File: config.mk
export PLATFORM = sky130hd
export DESIGN_NAME = cordic_vectoring_angle
export DESIGN_NICKNAME = d
export VERILOG_FILES = /design/src/sv/cva_pkg.sv /design/src/sv/cordic_vectoring_angle.sv
export SDC_FILE = /design/constraint.sdc
export NUM_CORES = 1
export LEC_CHECK = 0
export CORE_MARGIN = 1.5
export CORE_UTILIZATION = 25
export CTS_CLUSTER_SIZE = 25
export DETAILED_ROUTE_END_ITERATION = 7
export DONT_BUFFER_PORTS = 1
export SLEW_MARGIN = 20
export SYNTH_ARGS = -nofsm -noshare
export SYNTH_HDL_FRONTEND = slang
export SYNTH_SLANG_ARGS = --single-unit
File: constraint.sdc
create_clock -name clk -period 11.75 [get_ports clk]
set_input_delay 1.7625 -clock clk [delete_from_list [all_inputs] [get_ports clk]]
set_output_delay 1.7625 -clock clk [all_outputs]
set_load 0.02 [all_outputs]
File: src/sv/cva_pkg.sv
// Shared types, constants and the arctangent table of the CORDIC angle finder.
package cva_pkg;

	localparam int IN_WIDTH    = 16;
	localparam int ANGLE_WIDTH = 15;
	localparam int TABLE_LEN   = 10;

	typedef logic signed [ANGLE_WIDTH-1:0] angle_t;

	typedef enum logic [1:0] {
		ST_IDLE = 2'b01,
		ST_RUN  = 2'b10
	} state_t;

	// atan(2^-idx) in hundredths of a degree.
	function automatic angle_t atan_entry(input logic [3:0] idx);
		angle_t val;
		unique case (idx)
			4'd0:    val = 15'sd4500;
			4'd1:    val = 15'sd2657;
			4'd2:    val = 15'sd1404;
			4'd3:    val = 15'sd713;
			4'd4:    val = 15'sd358;
			4'd5:    val = 15'sd179;
			4'd6:    val = 15'sd90;
			4'd7:    val = 15'sd45;
			4'd8:    val = 15'sd22;
			4'd9:    val = 15'sd11;
			default: val = '0;
		endcase
		return val;
	endfunction

endpackage

File: src/sv/cordic_vectoring_angle.sv
// Bit-serial CORDIC vectoring unit that returns the angle of a point in centidegrees.

// A word is taken when start is high and busy is low; the angle comes back on
// angle_centideg for exactly one cycle with done high, and must be captured then.
// The coordinates live in two shift registers of COORD_WIDTH+3 bits that one
// serial adder each walks through, one bit per clock; a word runs up to ITERATIONS
// micro-rotations, fewer when y reaches zero early. A point whose y is zero
// returns angle 0 in the cycle after it is taken. A new word may be started in the
// cycle in which done is high.
module cordic_vectoring_angle #(
	parameter int ITERATIONS  = 10,
	parameter int COORD_WIDTH = 16
) (
	input  logic                                      clk,
	input  logic                                      arst_n,
	input  logic                                      start,
	input  logic signed [cva_pkg::IN_WIDTH-1:0]       x_coord,
	input  logic signed [cva_pkg::IN_WIDTH-1:0]       y_coord,
	output logic                                      busy,
	output logic                                      done,
	output logic signed [cva_pkg::ANGLE_WIDTH-1:0]    angle_centideg
);

	localparam int W         = COORD_WIDTH + 3;
	localparam int BW        = $clog2(W);
	localparam int IW        = (ITERATIONS > 1) ? $clog2(ITERATIONS) : 1;
	localparam bit SIGN_IN   = (COORD_WIDTH <= cva_pkg::IN_WIDTH);
	localparam int SIGN_POS  = SIGN_IN ? COORD_WIDTH - 1 : cva_pkg::IN_WIDTH - 1;

	cva_pkg::state_t state_q;
	logic [W-1:0]    x_q, y_q;
	logic [BW-1:0]   bit_q;
	logic [IW-1:0]   iter_q;
	logic            cw_q, cx_q, cy_q, xsg_q, ysg_q, yor_q, done_q;
	cva_pkg::angle_t angle_q, angle_out_q;

	logic [W-1:0]    x_ext, y_ext;
	logic [BW-1:0]   shift_idx;
	logic [BW:0]     reach;
	logic            past_top, first_bit, last_bit, last_iter;
	logic            xs, ys, x_add, y_add, cin_x, cin_y;
	logic [1:0]      x_sum, y_sum;
	logic            y_neg, y_zero, finish_now;
	cva_pkg::angle_t angle_next;
	logic            accept;

	// Low COORD_WIDTH bits of each coordinate, sign-extended to the working width.
	always_comb begin
		for (int k = 0; k < W; k++) begin
			if (k < COORD_WIDTH) begin
				x_ext[k] = (k < cva_pkg::IN_WIDTH) ? x_coord[k] : 1'b0;
				y_ext[k] = (k < cva_pkg::IN_WIDTH) ? y_coord[k] : 1'b0;
			end else begin
				x_ext[k] = SIGN_IN ? x_coord[SIGN_POS] : 1'b0;
				y_ext[k] = SIGN_IN ? y_coord[SIGN_POS] : 1'b0;
			end
		end
	end

	assign accept    = start && !busy;
	assign shift_idx = BW'(iter_q);
	assign reach     = {1'b0, bit_q} + {1'b0, shift_idx};
	assign past_top  = reach >= (BW+1)'(W);
	assign first_bit = bit_q == '0;
	assign last_bit  = bit_q == BW'(W - 1);
	assign last_iter = iter_q == IW'(ITERATIONS - 1);

	// Position iter_q of the rotating register holds bit (bit_q + iter_q) of the
	// old value until the new bits reach it; from then on the old sign stands in.
	assign xs = past_top ? xsg_q : x_q[shift_idx];
	assign ys = past_top ? ysg_q : y_q[shift_idx];

	assign x_add = cw_q ? ys : ~ys;
	assign y_add = cw_q ? ~xs : xs;
	assign cin_x = first_bit ? !cw_q : cx_q;
	assign cin_y = first_bit ? cw_q : cy_q;
	assign x_sum = {1'b0, x_q[0]} + {1'b0, x_add} + {1'b0, cin_x};
	assign y_sum = {1'b0, y_q[0]} + {1'b0, y_add} + {1'b0, cin_y};

	assign y_neg      = y_sum[0];
	assign y_zero     = !(y_sum[0] || (yor_q && !first_bit));
	assign finish_now = last_bit && (y_zero || last_iter);
	assign angle_next = cw_q ? angle_q + cva_pkg::atan_entry(4'(iter_q))
	                         : angle_q - cva_pkg::atan_entry(4'(iter_q));

	always_ff @(posedge clk or negedge arst_n) begin
		if (!arst_n) begin
			state_q <= cva_pkg::ST_IDLE;
			bit_q   <= '0;
			iter_q  <= '0;
			cw_q    <= 1'b1;
			done_q  <= 1'b0;
		end else begin
			done_q <= 1'b0;
			unique case (state_q)
				cva_pkg::ST_IDLE: begin
					if (accept) begin
						bit_q  <= '0;
						iter_q <= '0;
						cw_q   <= 1'b1;
						if (y_ext == '0) begin
							done_q <= 1'b1;
						end else begin
							state_q <= cva_pkg::ST_RUN;
						end
					end
				end
				cva_pkg::ST_RUN: begin
					if (last_bit) begin
						bit_q <= '0;
						if (cw_q && y_neg) begin
							cw_q <= 1'b0;
						end else if (!cw_q && !y_neg && !y_zero) begin
							cw_q <= 1'b1;
						end
						if (finish_now) begin
							done_q  <= 1'b1;
							state_q <= cva_pkg::ST_IDLE;
						end else begin
							iter_q <= iter_q + IW'(1);
						end
					end else begin
						bit_q <= bit_q + BW'(1);
					end
				end
				default: state_q <= cva_pkg::ST_IDLE;
			endcase
		end
	end

	// Datapath: coordinate shift registers, serial carries and the angle sum.
	always_ff @(posedge clk) begin
		if (state_q == cva_pkg::ST_IDLE) begin
			if (accept) begin
				x_q     <= x_ext;
				y_q     <= y_ext;
				angle_q <= '0;
				if (y_ext == '0) begin
					angle_out_q <= '0;
				end
			end
		end else begin
			x_q   <= {x_sum[0], x_q[W-1:1]};
			y_q   <= {y_sum[0], y_q[W-1:1]};
			cx_q  <= x_sum[1];
			cy_q  <= y_sum[1];
			yor_q <= !y_zero;
			if (first_bit) begin
				xsg_q <= x_q[W-1];
				ysg_q <= y_q[W-1];
			end
			if (last_bit) begin
				angle_q <= angle_next;
				if (finish_now) begin
					angle_out_q <= angle_next;
				end
			end
		end
	end

	assign busy           = state_q == cva_pkg::ST_RUN;
	assign done           = done_q;
	assign angle_centideg = angle_out_q;

`ifndef SYNTHESIS
	a_iter_range: assert property (@(posedge clk) disable iff (!arst_n)
		busy |-> (iter_q <= IW'(ITERATIONS - 1)))
		else $error("rotation index beyond the last step");

	a_bit_range: assert property (@(posedge clk) disable iff (!arst_n)
		busy |-> (bit_q <= BW'(W - 1)))
		else $error("bit counter beyond the working width");

	a_done_idle: assert property (@(posedge clk) disable iff (!arst_n)
		done |-> !busy)
		else $error("result strobe raised while still rotating");

	a_finish_idle: assert property (@(posedge clk) disable iff (!arst_n)
		(busy && finish_now) |=> (done && !busy))
		else $error("finished word did not return to idle with a result");

	a_start_run: assert property (@(posedge clk) disable iff (!arst_n)
		(accept && (y_ext != '0)) |=> (busy && !done))
		else $error("accepted word with nonzero y did not start rotating");
`endif

endmodule

==> metrics.md, run 1 <==
| Metric | Value |
|---|---|
| Outcome | `finished clean` |
| Die area | `21,800 sq um` |
| Initial Util | `25.7%` |
| Min-Delay Path Class | `reg2reg` |
| Switching power | `0.720 mW` |
| Maximum VDD drop | `0.0995 mV` |
| N_diodes | `0` |
| Post-Syn Area | `5240 sq um` |
| Commonest cells after routing, fill and taps aside | `73 x edfxtp_1, 36 x nor2_1, 34 x mux2_2, 31 x inv_1, 31 x a21oi_1` |
| Core Region | `20,400 sq um` |
| Fraction of registers with async set/reset | `15.1%` |
| Via density | `4.70` |
| Seq cells post-synth | `86` |
| Post-synth EDFFs | `73` |
| Chip width | `148 um` |
| DRC Markers | `0` |
| Reg2reg start | `iter_q[1]$_DFFE_PN0P_` |
| Post-CTS Resized | `0` |
| Clock root cell | `clkbuf_16` |
| R2R depth | `16` |
| Min-delay src | `x_q[18]$_DFFE_PP_` |
| Fillers | `2,134` |
| Largest net degree at the start of global routing | `76` |
| Yosys cell types | `56` |
| CTS max path bufs | `2` |
| Vias in the first global route | `3,543` |
| Clock skew | `0.00921 ns` |
| WP data arrival | `4.98 ns` |
| Total CTS buffers | `9` |
| Final WL | `11,400 um` |
| Skew-Pair Late Insertion Delay | `0.35 ns` |
| Initial DRT Pass Iterations | `4` |
| Top cells by area, synth | `edfxtp_1 42%, ha_1 7.4%, mux2_2 7.3%` |
| Detail Route Antenna Nets | `0` |
| CTS clk-pin slew, worst paths | `0.06 ns` |
| Cts-stage hold buffer count | `0` |
| Core Rows | `52` |
| CTS tree | `done` |
| All-Layer GR Usage | `10.9%` |
| Commonest non-fill, non-tap cell in the layout | `edfxtp_1` |
| Nets | `524` |
| DR vias | `3,424` |
| Iteration-0 DRC Markers | `208` |
| Max-cap viol count | `0` |
| Post-synthesis sequential area ratio | `48.1%` |
| First-pass GRT wire length | `18,700 um` |
| Net switching fraction of the power | `38.2%` |
| WP data required | `11.82 ns` |
| Max Clock Freq | `203 MHz` |
| DR WL/cell | `15.6 um` |
| Post-DP HPWL | `8210 um` |
| Top Ports | `52` |
| Fin. Hold Viols | `0` |
| CTS Sinks | `86` |
| Layout cells sized above 1 | `15.0%` |
| Layout Cells excl Fill | `729` |
| Largest area contributor in the netlist | `edfxtp_1` |
| Syn Inst Count | `457` |
| Initial antenna violation count | `0` |
| # port buffers | `0` |
| Worst setup EP type | `flop` |
| Synth warnings | `0` |
| Tcrit/Tclk final | `41.8%` |
| Leakage power | `2.21 nW` |
| Die Ht | `148 um` |
| Crit Path Class | `reg2reg` |
| Syn-to-layout area delta | `11.8%` |
| Placer Congestion | `0.776` |
| Combinational Power Share | `50.0%` |
| Worst-Margin Slew | `0.829 ns` |
| Post CTS Setup Buffer Count | `0` |
| Worst setup path startpoint | `iter_q[1]$_DFFE_PN0P_` |
| Clk pwr share | `16.5%` |
| Setup crit start kind | `flop` |
| Crit-path max FO | `17` |
| Pwr dens | `322 nW/um^2` |
| Seq pwr share | `33.5%` |
| Tmin final | `4.92 ns` |
| Setup_tns | `0 ns` |
| Post-synth top area share | `41.8%` |
| Design Area, Final | `5860 sq um` |
| RSZ-0062 raised after global routing | `no` |
| Synth Net Count | `527` |
| Remaining Overflow, GRT | `0` |
| Area post-placement | `5530 sq um` |
| Int Pwr | `1.16 mW` |
| Relative slew slack | `44.2%` |
| Fin. max-slew vios | `0` |
| Post-synthesis area per instance | `11.5 sq um` |
| Final setup viols | `0` |
| Placed Instances | `713` |
| H-tree depth | `3` |
| Most used DFF post-synth | `edfxtp_1` |
| WHS Path Cells | `0` |
-- final cells by class --
cell class,count,area (sq um),area share [%]
clock buffer,11,243,4.14
clock inverter,5,82.6,1.41
inverter,31,116,1.99
multi-input combinational,322,2530,43.2
sequential,86,2520,43.0
tap,270,338,5.77
timing repair buffer,4,30.0,0.512
-- logic make-up after synthesis --
family,count (synthesis),synth area share [%]
XOR/XNOR,24,4.01
buffers and inverters,49,3.72
adder cells (fa/ha/maj),35,8.93
AND/OR/NAND/NOR,112,10.7
AO/OA/AOI/OAI,105,13.1
flip-flops,86,48.1
multiplexers,46,11.5
-- synthesized netlist by cell type (8+ instances only) --
master / n
edfxtp_1: 73
ha_1: 31
nand3_1: 11
clkbuf_1: 10
nor2b_1: 13
inv_1: 31
o21ai_0: 30
a21oi_1: 31
mux2_2: 34
mux4_2: 8
nor2_1: 36
dfrtp_1: 11
xor2_1: 9
nand2_1: 21
a21o_1: 12
xnor2_1: 15
-- per-stage QoR --
stage / power [mW] / util [%] / setup WS [ns] / hold slack, ns
after CTS: 1.90 / 28.7 / 6.82 / 0.466
after detailed placement: 1.58 / 27.1 / 6.85 / 0.450
after global placement: 1.55 / 27.1 / 6.91 / 0.441
after floorplan: 1.37 / - / 6.90 / 0.426
after global routing: 2.05 / 28.7 / 6.38 / 0.480
final: 1.88 / 28.7 / 6.83 / 0.463
-- metal layers --
metal	vias to the layer above	global-route usage [%]	share of wire [%]
met5	-	0	0
li1	1695	-	-
met2	77	17.7	48
met1	1641	13.6	45
met3	11	3.77	5.5
met4	0	3.22	1.4
-- worst paths after layout --
path | end | slack [ns]
min in group asynchronous | iter_q[3]$_DFFE_PN0P_ | 1.10
worst min-delay path | xsg_q$_DFFE_PP_ | 0.46
worst max register to register | angle_q[14]$_DFFE_PP_ | 6.83
max in group asynchronous | state_q[0]$_DFFE_PN1P_ | 10.48
worst max-delay path | angle_q[14]$_DFFE_PP_ | 6.83
worst min register to register | xsg_q$_DFFE_PP_ | 0.46
-- state kept, by name, summed over array words and instances (netlist names) --
| signal | flops |
|---|---|
| cx_q | 1 |
| xsg_q | 1 |
| angle_q | 15 |
| bit_q | 5 |
| y_q | 19 |
| iter_q | 4 |
| angle_centideg | 15 |
| cw_q | 1 |
| done | 1 |
| x_q | 19 |
| yor_q | 1 |
| state_q | 2 |
| ysg_q | 1 |
| cy_q | 1 |
-- worst max-delay path, stage by stage, from the launching register on --
cell     delay (ns)
dfrtp_1        0.85
inv_1          0.27
ha_1           0.31
and3b_1        0.25
a21oi_1        0.24
ha_1           0.24
inv_1          0.05
a211o_1        0.30
o41ai_4        0.49
xnor2_1        0.16
ha_1           0.37
o21ai_0        0.10
nor2_1         0.08
nor4_1         0.45
o31ai_1        0.18
xnor2_1        0.20
nor2_1         0.07
-- power by group through the flow --
stage               clock network (mW)  logic, mW  registers, mW
floorplan                            0      0.779          0.593
global placement                     0      0.918          0.632
detailed placement                   0      0.942          0.638
CTS                              0.319      0.950          0.634
global route                     0.328       1.07          0.649
finish                           0.311      0.942          0.632
(Power assumes the default switching activity.)
==> run 2, diff against run 1 <==
==> constraint.sdc (replaced) <==
create_clock -name clk -period 4.46 [get_ports clk]
set_input_delay 0.669 -clock clk [delete_from_list [all_inputs] [get_ports clk]]
set_output_delay 0.669 -clock clk [all_outputs]
set_load 0.02 [all_outputs]
==> metrics.md, run 2 (same netlist as run 1, synthesis figures left out) <==
| Metric | Value |
|---|---|
| Outcome | `finished clean` |
| Fillers | `2,147` |
| Final WL | `11,500 um` |
| Detail Route Antenna Nets | `0` |
| Tmin final | `4.13 ns` |
| # port buffers | `0` |
| Top Ports | `52` |
| N_diodes | `0` |
| Worst setup EP type | `flop` |
| CTS max path bufs | `2` |
| H-tree depth | `3` |
| Relative slew slack | `29.9%` |
| Chip width | `148 um` |
| DRC Markers | `0` |
| Via density | `4.78` |
| Initial antenna violation count | `0` |
| Total CTS buffers | `9` |
| Skew-Pair Late Insertion Delay | `0.34 ns` |
| WP data arrival | `4.19 ns` |
| CTS tree | `done` |
| Fin. max-slew vios | `0` |
| Iteration-0 DRC Markers | `141` |
| Vias in the first global route | `3,586` |
| Routed met2 length | `5600 um` |
| Slowest cell on crit path | `dfrtp_2` |
| Uppermost layer routed | `met4` |
| Max Clock Freq | `242 MHz` |
| M1 WL | `5200 um` |
| Routed length on met3 | `632 um` |
| Placer Congestion | `0.805` |
| Layout cells sized above 1 | `16.7%` |
| Die area | `21,800 sq um` |
| Syn-to-layout area delta | `12.0%` |
| Post CTS Setup Buffer Count | `0` |
| Crit-path max FO | `12` |
| Largest net degree at the start of global routing | `76` |
| Core Region | `20,400 sq um` |
| Commonest non-fill, non-tap cell in the layout | `edfxtp_1` |
| Setup_tns | `0 ns` |
| Post-DP HPWL | `8380 um` |
| Initial Util | `25.7%` |
| Buffers & Inverters on Critical Path | `1` |
| DR vias | `3,521` |
| Initial DRT Pass Iterations | `6` |
| Fin. Hold Viols | `0` |
| Max-cap viol count | `0` |
| Commonest cells after routing, fill and taps aside | `73 x edfxtp_1, 36 x nor2_1, 34 x mux2_2, 31 x inv_1` |
| Leakage power | `2.22 nW` |
| DR WL/cell | `15.6 um` |
| First-pass GRT wire length | `18,700 um` |
| All-Layer GR Usage | `10.7%` |
| Clock root cell | `clkbuf_16` |
| Crit Path Class | `reg2reg` |
| Min-Delay Path Class | `in2async` |
| Maximum VDD drop | `0.319 mV` |
| Core Rows | `52` |
| Tcrit/Tclk final | `92.7%` |
| Most frequent CP cell | `ha_1` |
| Top delay family on crit path | `compound AO/OA/AOI/OAI gates` |
| Remaining Overflow, GRT | `0` |
| Worst-Margin Slew | `1.04 ns` |
| WP data required | `4.52 ns` |
| Clock skew | `0.00851 ns` |
| Nets | `531` |
| Worst-path cell chain | `ha_1, and3b_1, a21oi_1, ha_1, inv_1, a211o_1, o41ai_4, xnor2_1, ha_1, o21ai_0, nor2_1, nor4_1, o31ai_1, xnor2_1, nor2_1` |
| CTS Sinks | `86` |
| Die Ht | `148 um` |
| RSZ-0062 raised after global routing | `no` |
| CTS clk-pin slew, worst paths | `0.07 ns` |
| CP peak stage delay | `0.50 ns` |
| Final total power | `4.90 mW` |
| Pwr dens | `835 nW/um^2` |
| Setup crit start kind | `flop` |
| Largest registers | `x_q: 19 flops, y_q: 19 flops` |
| Final setup viols | `0` |
[run 2: worst paths after layout]
check                                 startpoint                            to  slack (ns)  cells after the start
max                        iter_q[0]$_DFFE_PN0P_  angle_centideg[14]$_DFFE_PP_        0.33                     15
min                                       arst_n          bit_q[2]$_DFFE_PN0P_        0.02                      0
max reg2reg                iter_q[0]$_DFFE_PN0P_  angle_centideg[14]$_DFFE_PP_        0.33                     15
min reg2reg                    x_q[18]$_DFFE_PP_               xsg_q$_DFFE_PP_        0.46                      0
max in group asynchronous                 arst_n         iter_q[0]$_DFFE_PN0P_        3.52                      1
min in group clk               x_q[18]$_DFFE_PP_               xsg_q$_DFFE_PP_        0.46                      0
[run 2: metrics by stage]
stage | area [sq um] | util, % | std cells | hold WS, ns | setup WS (ns)
after detailed placement | 5580 | 27.3 | 719 | 0.374 | 0.165
after CTS | 5860 | 28.7 | 735 | 0.00431 | 0.115
final | 5870 | 28.7 | 736 | 0.0166 | 0.326
after global placement | 5580 | 27.3 | 719 | 0.375 | 0.190
after floorplan | 5240 | - | 457 | 0.373 | 0.0104
after global routing | 5870 | 28.7 | 736 | 0.00172 | 0.0476
[run 2: layout make-up]
class | instances | area [sq um] | share of cell area (%)
flip-flops and latches | 86 | 2520 | 42.9
inverters | 31 | 116 | 1.98
repair buffers | 11 | 85.1 | 1.45
well taps | 270 | 338 | 5.75
clock buffers | 10 | 229 | 3.90
clock inverters | 6 | 46.3 | 0.788
multi-input cells | 322 | 2540 | 43.2
[run 2: power by group]
group | total (mW) | switching (mW) | internal, mW
Clock | 0.710 | 0.329 | 0.382
Combinational | 2.56 | 1.43 | 1.13
Sequential | 1.63 | 0.180 | 1.45
Total | 4.90 | 1.94 | 2.96
[run 2: what timing repair did]
action                     CTS  global route
hold endpoints to repair     0             6
hold buffers                 0             1
resized for setup            0             2
setup endpoints to repair    0            17
[run 2: metal layers]
| metal | vias to the layer above | track usage, % |
|---|---|---|
| li1 | 1709 | - |
| met1 | 1722 | 13.5 |
| met2 | 83 | 18.0 |
| met3 | 7 | 3.33 |
| met4 | 0 | 2.03 |
| met5 | - | 0 |
